==> config.mk <==
export PLATFORM = sky130hd
export DESIGN_NAME = sweep_best_direction_picker_flat
export DESIGN_NICKNAME = d
export VERILOG_FILES = /design/src/rtl/sbdp_pkg.sv /design/src/rtl/sbdp_ifs.sv /design/src/rtl/sbdp_div3.sv /design/src/rtl/sweep_best_direction_picker.sv /design/src/flat_wrapper.sv
export VERILOG_INCLUDE_DIRS = /design/src /design/src/rtl
export SDC_FILE = /design/constraint.sdc
export NUM_CORES = 1
export LEC_CHECK = 0
export ABC_CLOCK_PERIOD_IN_PS = 11150
export BUFFER_PORTS_ARGS = -buffer_cell sky130_fd_sc_hd__buf_2
export CORE_UTILIZATION = 40
export DETAILED_ROUTE_END_ITERATION = 16
export PLACE_DENSITY = 0.53
export SYNTH_ARGS = -nofsm -noshare
export SYNTH_HDL_FRONTEND = slang
export SYNTH_SLANG_ARGS = --single-unit
==> constraint.sdc <==
create_clock -name clk -period 11.15 [get_ports clk]
set_input_delay 0.5575 -clock clk [delete_from_list [all_inputs] [get_ports clk]]
set_output_delay 0.5575 -clock clk [all_outputs]
set_load 0.02 [all_outputs]
==> src/rtl/sweep_best_direction_picker_defines.svh <==
// assertion macros for the rtl
`ifndef SWEEP_BEST_DIRECTION_PICKER_DEFINES_SVH
`define SWEEP_BEST_DIRECTION_PICKER_DEFINES_SVH

// same-cycle implication
`define SBDP_ASSERT_NOW(label, clk, rst_n, ante, cons, msg) \
	label: assert property (@(posedge clk) disable iff (!rst_n) (ante) |-> (cons)) \
		else $error(msg);

// next-cycle implication
`define SBDP_ASSERT_NEXT(label, clk, rst_n, ante, cons, msg) \
	label: assert property (@(posedge clk) disable iff (!rst_n) (ante) |=> (cons)) \
		else $error(msg);

`endif

==> src/rtl/sbdp_pkg.sv <==
package sbdp_pkg;

	typedef logic [15:0]        distance_t;
	typedef logic signed [7:0]  angle_t;
	typedef logic [17:0]        wsum_t;

	localparam int FULL_ARC  = 180;
	localparam int ARC_START = -90;

	// floor(x / 3) = (x * ceil(2^19 / 3)) >> 19 for every 18-bit x
	localparam logic [17:0] DIV3_MULT  = 18'd174763;
	localparam int          DIV3_SHIFT = 19;

endpackage

==> src/rtl/sbdp_ifs.sv <==
interface sbdp_cfg_if import sbdp_pkg::*; ();
	logic      valid;
	logic      ready;
	distance_t turn_threshold;

	modport source (output valid, output turn_threshold, input ready);
	modport sink   (input valid, input turn_threshold, output ready);
endinterface

interface sbdp_reading_if import sbdp_pkg::*; ();
	logic      valid;
	logic      ready;
	distance_t distance_cm;

	modport source (output valid, output distance_cm, input ready);
	modport sink   (input valid, input distance_cm, output ready);
endinterface

interface sbdp_result_if import sbdp_pkg::*; ();
	logic      valid;
	logic      ready;
	angle_t    turn_angle;
	distance_t best_average;
	logic      turn_request;

	modport source (output valid, output turn_angle, output best_average,
		output turn_request, input ready);
	modport sink   (input valid, input turn_angle, input best_average,
		input turn_request, output ready);
endinterface

==> src/rtl/sbdp_div3.sv <==
module sbdp_div3 import sbdp_pkg::*; (
	input  wsum_t     sum,
	output distance_t avg
);

	logic [35:0] prod;

	// reciprocal multiply, truncating
	assign prod = 36'(sum) * 36'(DIV3_MULT);
	assign avg  = prod[DIV3_SHIFT +: 16];

endmodule

==> src/rtl/sweep_best_direction_picker.sv <==
// result: a sweep's last reading goes through the reading and result registers
// throughput: one reading per cycle; stalls only while a finished result is not taken
// stages: reading register with window sum, then divide-by-3 and best tracking into result
// reset: arst_n low clears history, position, best average (0) and angle (-90 degrees)
// reset: turn threshold returns to 50, all valid flags clear
`include "sweep_best_direction_picker_defines.svh"

module sweep_best_direction_picker import sbdp_pkg::*; #(
	parameter int READINGS_PER_SWEEP = 19
) (
	input  logic           clk,
	input  logic           arst_n,
	sbdp_cfg_if.sink       cfg,
	sbdp_reading_if.sink   reading,
	sbdp_result_if.source  result
);

	localparam int POS_W = $clog2(READINGS_PER_SWEEP);
	localparam int STEP  = FULL_ARC / (READINGS_PER_SWEEP - 1);
	localparam logic [POS_W-1:0] LAST_POS = POS_W'(READINGS_PER_SWEEP - 1);

	distance_t        safe_q;
	distance_t        hist0_q;
	distance_t        hist1_q;
	logic [POS_W-1:0] pos_q;
	distance_t        best_q;
	angle_t           best_angle_q;

	logic   valid_s1;
	logic   last_s1;
	logic   has_avg_s1;
	wsum_t  sum_s1;
	angle_t angle_s1;

	logic      out_valid_q;
	angle_t    out_angle_q;
	distance_t out_avg_q;
	logic      out_req_q;

	logic      accept;
	logic      out_free;
	logic      adv_s1;
	logic      last_in;
	logic [11:0] ang_prod;
	angle_t    angle_in;
	distance_t avg_s1;
	logic      take;
	distance_t best_next;
	angle_t    angle_next;

	assign cfg.ready = 1'b1;

	always_ff @(posedge clk or negedge arst_n) begin
		if (!arst_n) begin
			safe_q <= 16'd50;
		end else if (cfg.valid) begin
			safe_q <= cfg.turn_threshold;
		end
	end

	assign out_free      = !out_valid_q || result.ready;
	assign adv_s1        = valid_s1 && (!last_s1 || out_free);
	assign reading.ready = !valid_s1 || adv_s1;
	assign accept        = reading.valid && reading.ready;
	assign last_in       = (pos_q >= LAST_POS);

	// angle of the window center for the incoming reading
	assign ang_prod = 12'(pos_q - POS_W'(1)) * 12'(STEP);
	assign angle_in = 8'(ang_prod + 12'(ARC_START));

	// history and position advance with each input transaction
	always_ff @(posedge clk or negedge arst_n) begin
		if (!arst_n) begin
			hist0_q <= '0;
			hist1_q <= '0;
			pos_q   <= '0;
		end else if (accept) begin
			hist0_q <= reading.distance_cm;
			hist1_q <= hist0_q;
			pos_q   <= last_in ? '0 : pos_q + POS_W'(1);
		end
	end

	always_ff @(posedge clk or negedge arst_n) begin
		if (!arst_n) begin
			valid_s1 <= 1'b0;
		end else if (reading.ready) begin
			valid_s1 <= reading.valid;
		end
	end

	always_ff @(posedge clk) begin
		if (accept) begin
			sum_s1     <= 18'(hist1_q) + 18'(hist0_q) + 18'(reading.distance_cm);
			has_avg_s1 <= (pos_q >= POS_W'(2));
			last_s1    <= last_in;
			angle_s1   <= angle_in;
		end
	end

	sbdp_div3 u_div3 (
		.sum (sum_s1),
		.avg (avg_s1)
	);

	assign take       = has_avg_s1 && (avg_s1 > best_q);
	assign best_next  = take ? avg_s1 : best_q;
	assign angle_next = take ? angle_s1 : best_angle_q;

	always_ff @(posedge clk or negedge arst_n) begin
		if (!arst_n) begin
			best_q       <= '0;
			best_angle_q <= 8'(ARC_START);
		end else if (adv_s1) begin
			if (last_s1) begin
				best_q       <= '0;
				best_angle_q <= 8'(ARC_START);
			end else begin
				best_q       <= best_next;
				best_angle_q <= angle_next;
			end
		end
	end

	always_ff @(posedge clk or negedge arst_n) begin
		if (!arst_n) begin
			out_valid_q <= 1'b0;
		end else if (out_free) begin
			out_valid_q <= adv_s1 && last_s1;
		end
	end

	always_ff @(posedge clk) begin
		if (adv_s1 && last_s1) begin
			out_angle_q <= angle_next;
			out_avg_q   <= best_next;
			out_req_q   <= (best_next < safe_q);
		end
	end

	assign result.valid        = out_valid_q;
	assign result.turn_angle   = out_angle_q;
	assign result.best_average = out_avg_q;
	assign result.turn_request = out_req_q;

	`SBDP_ASSERT_NOW(a_pos_range, clk, arst_n, 1'b1, pos_q <= LAST_POS, "position out of range")
	`SBDP_ASSERT_NOW(a_result_origin, clk, arst_n, $rose(result.valid), $past(adv_s1 && last_s1), "result without sweep end")
	`SBDP_ASSERT_NOW(a_stall_cause, clk, arst_n, valid_s1 && !adv_s1, last_s1 && out_valid_q && !result.ready, "stage stalled without cause")

endmodule
==> src/flat_wrapper.sv <==
// flat-port wrapper written by rule: the top's interface ports become plain ports
module sweep_best_direction_picker_flat import sbdp_pkg::*;
#(
	parameter int READINGS_PER_SWEEP = 19
)
  (clk, arst_n, cfg_valid, cfg_turn_threshold, cfg_ready, reading_valid, reading_distance_cm, reading_ready, result_valid, result_turn_angle, result_best_average, result_turn_request, result_ready);
  sbdp_cfg_if cfg_i ();
  sbdp_reading_if reading_i ();
  sbdp_result_if result_i ();
  input  logic clk;
  input  logic arst_n;
  input wire logic [$bits(cfg_i.valid)-1:0] cfg_valid;
  input wire logic [$bits(cfg_i.turn_threshold)-1:0] cfg_turn_threshold;
  output wire logic [$bits(cfg_i.ready)-1:0] cfg_ready;
  input wire logic [$bits(reading_i.valid)-1:0] reading_valid;
  input wire logic [$bits(reading_i.distance_cm)-1:0] reading_distance_cm;
  output wire logic [$bits(reading_i.ready)-1:0] reading_ready;
  output wire logic [$bits(result_i.valid)-1:0] result_valid;
  output wire logic [$bits(result_i.turn_angle)-1:0] result_turn_angle;
  output wire logic [$bits(result_i.best_average)-1:0] result_best_average;
  output wire logic [$bits(result_i.turn_request)-1:0] result_turn_request;
  input wire logic [$bits(result_i.ready)-1:0] result_ready;
  assign cfg_i.valid = cfg_valid;
  assign cfg_i.turn_threshold = cfg_turn_threshold;
  assign cfg_ready = cfg_i.ready;
  assign reading_i.valid = reading_valid;
  assign reading_i.distance_cm = reading_distance_cm;
  assign reading_ready = reading_i.ready;
  assign result_valid = result_i.valid;
  assign result_turn_angle = result_i.turn_angle;
  assign result_best_average = result_i.best_average;
  assign result_turn_request = result_i.turn_request;
  assign result_i.ready = result_ready;
  sweep_best_direction_picker #(.READINGS_PER_SWEEP(READINGS_PER_SWEEP)) u_core (.clk(clk), .arst_n(arst_n), .cfg(cfg_i), .reading(reading_i), .result(result_i));
endmodule
==> impl_results.md <==
- Status: complete, no violations
- Ant. Diodes: 0
- Post-synth cell types: 64
- DRT antenna net count: 0
- Maximum number of pins on one net before global-route repair: 63
- EDFF count, synth: 52
- Setup TNS: 0 ns
- Pre-antenna DRT Iters: 5
- DRT iter0 DRCs: between 400 and 500
- Final net count: ~1800
- Worst min path class: in -> async
- Final Setup Violations: 0
- Post-route DRC: 0
- CP endpoint kind: register
- Asr flop ratio synth: approximately 60%
- Crit path required time: around 11 ns
- P&R area growth vs syn: 10.7%
- Startpoint types: register
- Skew-Pair Late Insertion Delay: 0.44 ns
- Worst Max-Slew Pin Slew: just over 0.9 ns
- Core area: around 32000 um2
- Die H: 182 um
- Number of gates resized after cts: 0
- Fin crit share: just over 80%
- WP data arrival: between 9 and 10 ns
- DR WL/cell: around 15 um
- Crit path kind: reg -> reg
- HPWL Detailed: 22300 um
- Reg-to-reg slack, setup: 2.00 ns
- CTS tree: built
- Clk buf depth: 2
- Worst r2r src: u_core.sum_s1[5]$_DFFE_PP_
- Sequential fraction of the synthesis area: about 27%
- Max stage delay cell, worst path: a21oi_2
- Worst slew margin: around two fifths
- Starting Density: roughly 40%
- Post-CTS Setup Bufs: 0
- Cts hold-fix bufs: 0
- Max Cap Violations: 0
- Syn_area_per_cell: approximately 9.9 um2
- Synth Net Count: approximately 1700
- Inserted Clock Buffers: 17
- GRT overflow: 0
- DR vias: 8860
- Synthesized area: about 13000 um2
- Final Hold Viols: 0
- Warnings, synthesis: 0
- Synth Instances: between 1000 and 1500
- Layout cells sized above 1: about a tenth
- Die ar.: around 33000 um2
- Slew Viols, Final: 0
- Reg2reg path depth: 33
- Die W: around 180 um
- Layout filler cell count: roughly 3100
- CTS Sinks: approximately 130
- H-tree Lvls: 4
- CTS root buf: clkbuf_16
- Reg2reg end: u_core.result.turn_request$_DFFE_PP_
- RSZ-0062 raised after global routing: no
- Crit path max fanout: 18
- Port bufs: 63
- Reg clk slew, reported paths: 0.06 ns
- Routability cong.: 0.889
- # IOs: 65
- Register bit total from synthesis: between 100 and 150
- Final wirelength: ~27000 um
- Storage element area: ~3500 um2
- Final min period: slightly above 9 ns
- Initial antenna violation count: 0
- First-pass GRT wire length: 44800 um
- FP Rows: 65
- Vias in the first global route: between 8000 and 9000
- Slowest stage delay, CP: 0.68 ns
- Tot GR Track Use: 17.2%
- Multi-input combinational cell area: between 8000 and 9000 um2
- Via/cell ratio: between 4 and 5
- Fmax achieved: 109 MHz
- Dominant synthesized flop cell: dfrtp_1
- Skew final: 0.0137 ns
[layout make-up]
cell class                      instances  area share [%]
Clock buffer                           19            3.24
Sequential cell                       131            24.8
Inverter                              290            7.60
Clock inverter                         13           0.847
Tap cell                              402            3.51
Timing Repair Buffer                   69            2.53
Multi-Input combinational cell        872            57.5
[routing by layer]
metal	GRT usage, %	routed length (um)	vias to the layer above
met1	25.3	14100	4308
li1	-	-	4438
met3	2.21	546	22
met2	26.5	12000	92
met5	0	0	-
met4	4.54	337	0
[cell usage in the layout (no fill, tap or decap), types with 8 or more instances in the layout]
cell       count
nand4_1       13
o21ai_1        8
a21oi_1       50
xnor2_1       43
a21o_1        20
nor2_1        39
clkbuf_16     18
ha_1         229
a22o_1        16
nand2_1      146
xor2_1        15
nor3_1         9
nand2b_1      10
mux2_2        12
buf_2         62
o21a_1        12
edfxtp_1      52
o21ai_0       47
inv_1        289
dfrtp_1       72
fa_1         110
[sequential cells by signal, summed over array words and instances, names as in the netlist, 8 cells and up]
name,count
u_core.best_angle_q,8
u_core.best_q,16
u_core.hist0_q,16
u_core.hist1_q,16
u_core.result.best_average,16
u_core.result.turn_angle,8
u_core.safe_q,16
u_core.sum_s1,18
[cells in the mapped netlist, types with 4 or more instances]
cell type | instances | area share [%]
a211oi_1 | 7 | 0.41
dfrtp_1 | 72 | 14
dfstp_2 | 7 | 1.4
nor2b_1 | 6 | 0.29
o21ai_0 | 47 | 1.8
xnor2_1 | 43 | 2.9
o21ai_1 | 8 | 0.31
ha_1 | 229 | 22
and3_1 | 6 | 0.29
nor3_1 | 9 | 0.35
clkbuf_1 | 14 | 0.41
edfxtp_1 | 52 | 12
o21bai_1 | 4 | 0.23
nand2b_1 | 10 | 0.48
o22a_1 | 4 | 0.27
a21oi_1 | 51 | 2.0
fa_1 | 110 | 17
nand2_1 | 146 | 4.2
a31oi_1 | 5 | 0.24
a21o_1 | 20 | 1.2
nand4_1 | 13 | 0.63
nor2_1 | 39 | 1.1
nand3_1 | 7 | 0.27
o21a_1 | 12 | 0.70
o31ai_1 | 5 | 0.29
inv_1 | 289 | 8.4
mux2_2 | 12 | 1.0
a22o_1 | 16 | 1.1
xor2_1 | 15 | 1.0
[per-stage QoR]
step / hold slack [ns] / setup slack [ns] / instance area, um2 / util [%] / cells
after floorplan: 0.262 / 2.93 / 12900 / - / 1311
after global placement: 0.464 / 2.16 / 13700 / 43.3 / 1764
after detailed placement: 0.468 / 2.04 / 13700 / 43.3 / 1764
after CTS: 0.100 / 1.99 / 14300 / 45.2 / 1796
after global routing: 0.131 / 1.43 / 14300 / 45.2 / 1796
final: 0.0954 / 2.00 / 14300 / 45.2 / 1796
[cells by family (layout without fill, tap and decap cells)]
kind of cell	count (synthesis)	count (layout)	synth area share (%)
buffers and inverters	308	391	8.99
XOR/XNOR	58	58	3.92
flip-flops	131	131	27.4
AND/OR/NAND/NOR	250	250	8.47
adder cells (fa/ha/maj)	339	339	39.1
AO/OA/AOI/OAI	206	206	10.5
other	1	1	0.0290
multiplexers	18	18	1.58
[how the worst max path moves through the flow]
stage,startpoint,endpoint
finish,u_core.sum_s1[5]$_DFFE_PP_,u_core.result.turn_request$_DFFE_PP_
global route,u_core.sum_s1[1]$_DFFE_PP_,u_core.result.turn_request$_DFFE_PP_
CTS,u_core.sum_s1[5]$_DFFE_PP_,u_core.result.turn_request$_DFFE_PP_
detailed placement,u_core.sum_s1[5]$_DFFE_PP_,u_core.result.turn_request$_DFFE_PP_
global placement,u_core.sum_s1[1]$_DFFE_PP_,u_core.result.turn_request$_DFFE_PP_
floorplan,u_core.sum_s1[5]$_DFFE_PP_,u_core.result.turn_request$_DFFE_PP_
[worst max-delay path: cells and delay by family (launching register included)]
kind | cells | cell delay, ns
flip-flops | 1 | 0.52
XOR/XNOR | 1 | 0.23
adder cells (fa/ha/maj) | 9 | 3.92
AO/OA/AOI/OAI | 9 | 2.37
buffers and inverters | 6 | 0.65
AND/OR/NAND/NOR | 7 | 0.92
multiplexers | 1 | 0.37
Power is not shown: default switching activity piles up to over one toggle a cycle in this logic, so the estimate is an artifact.
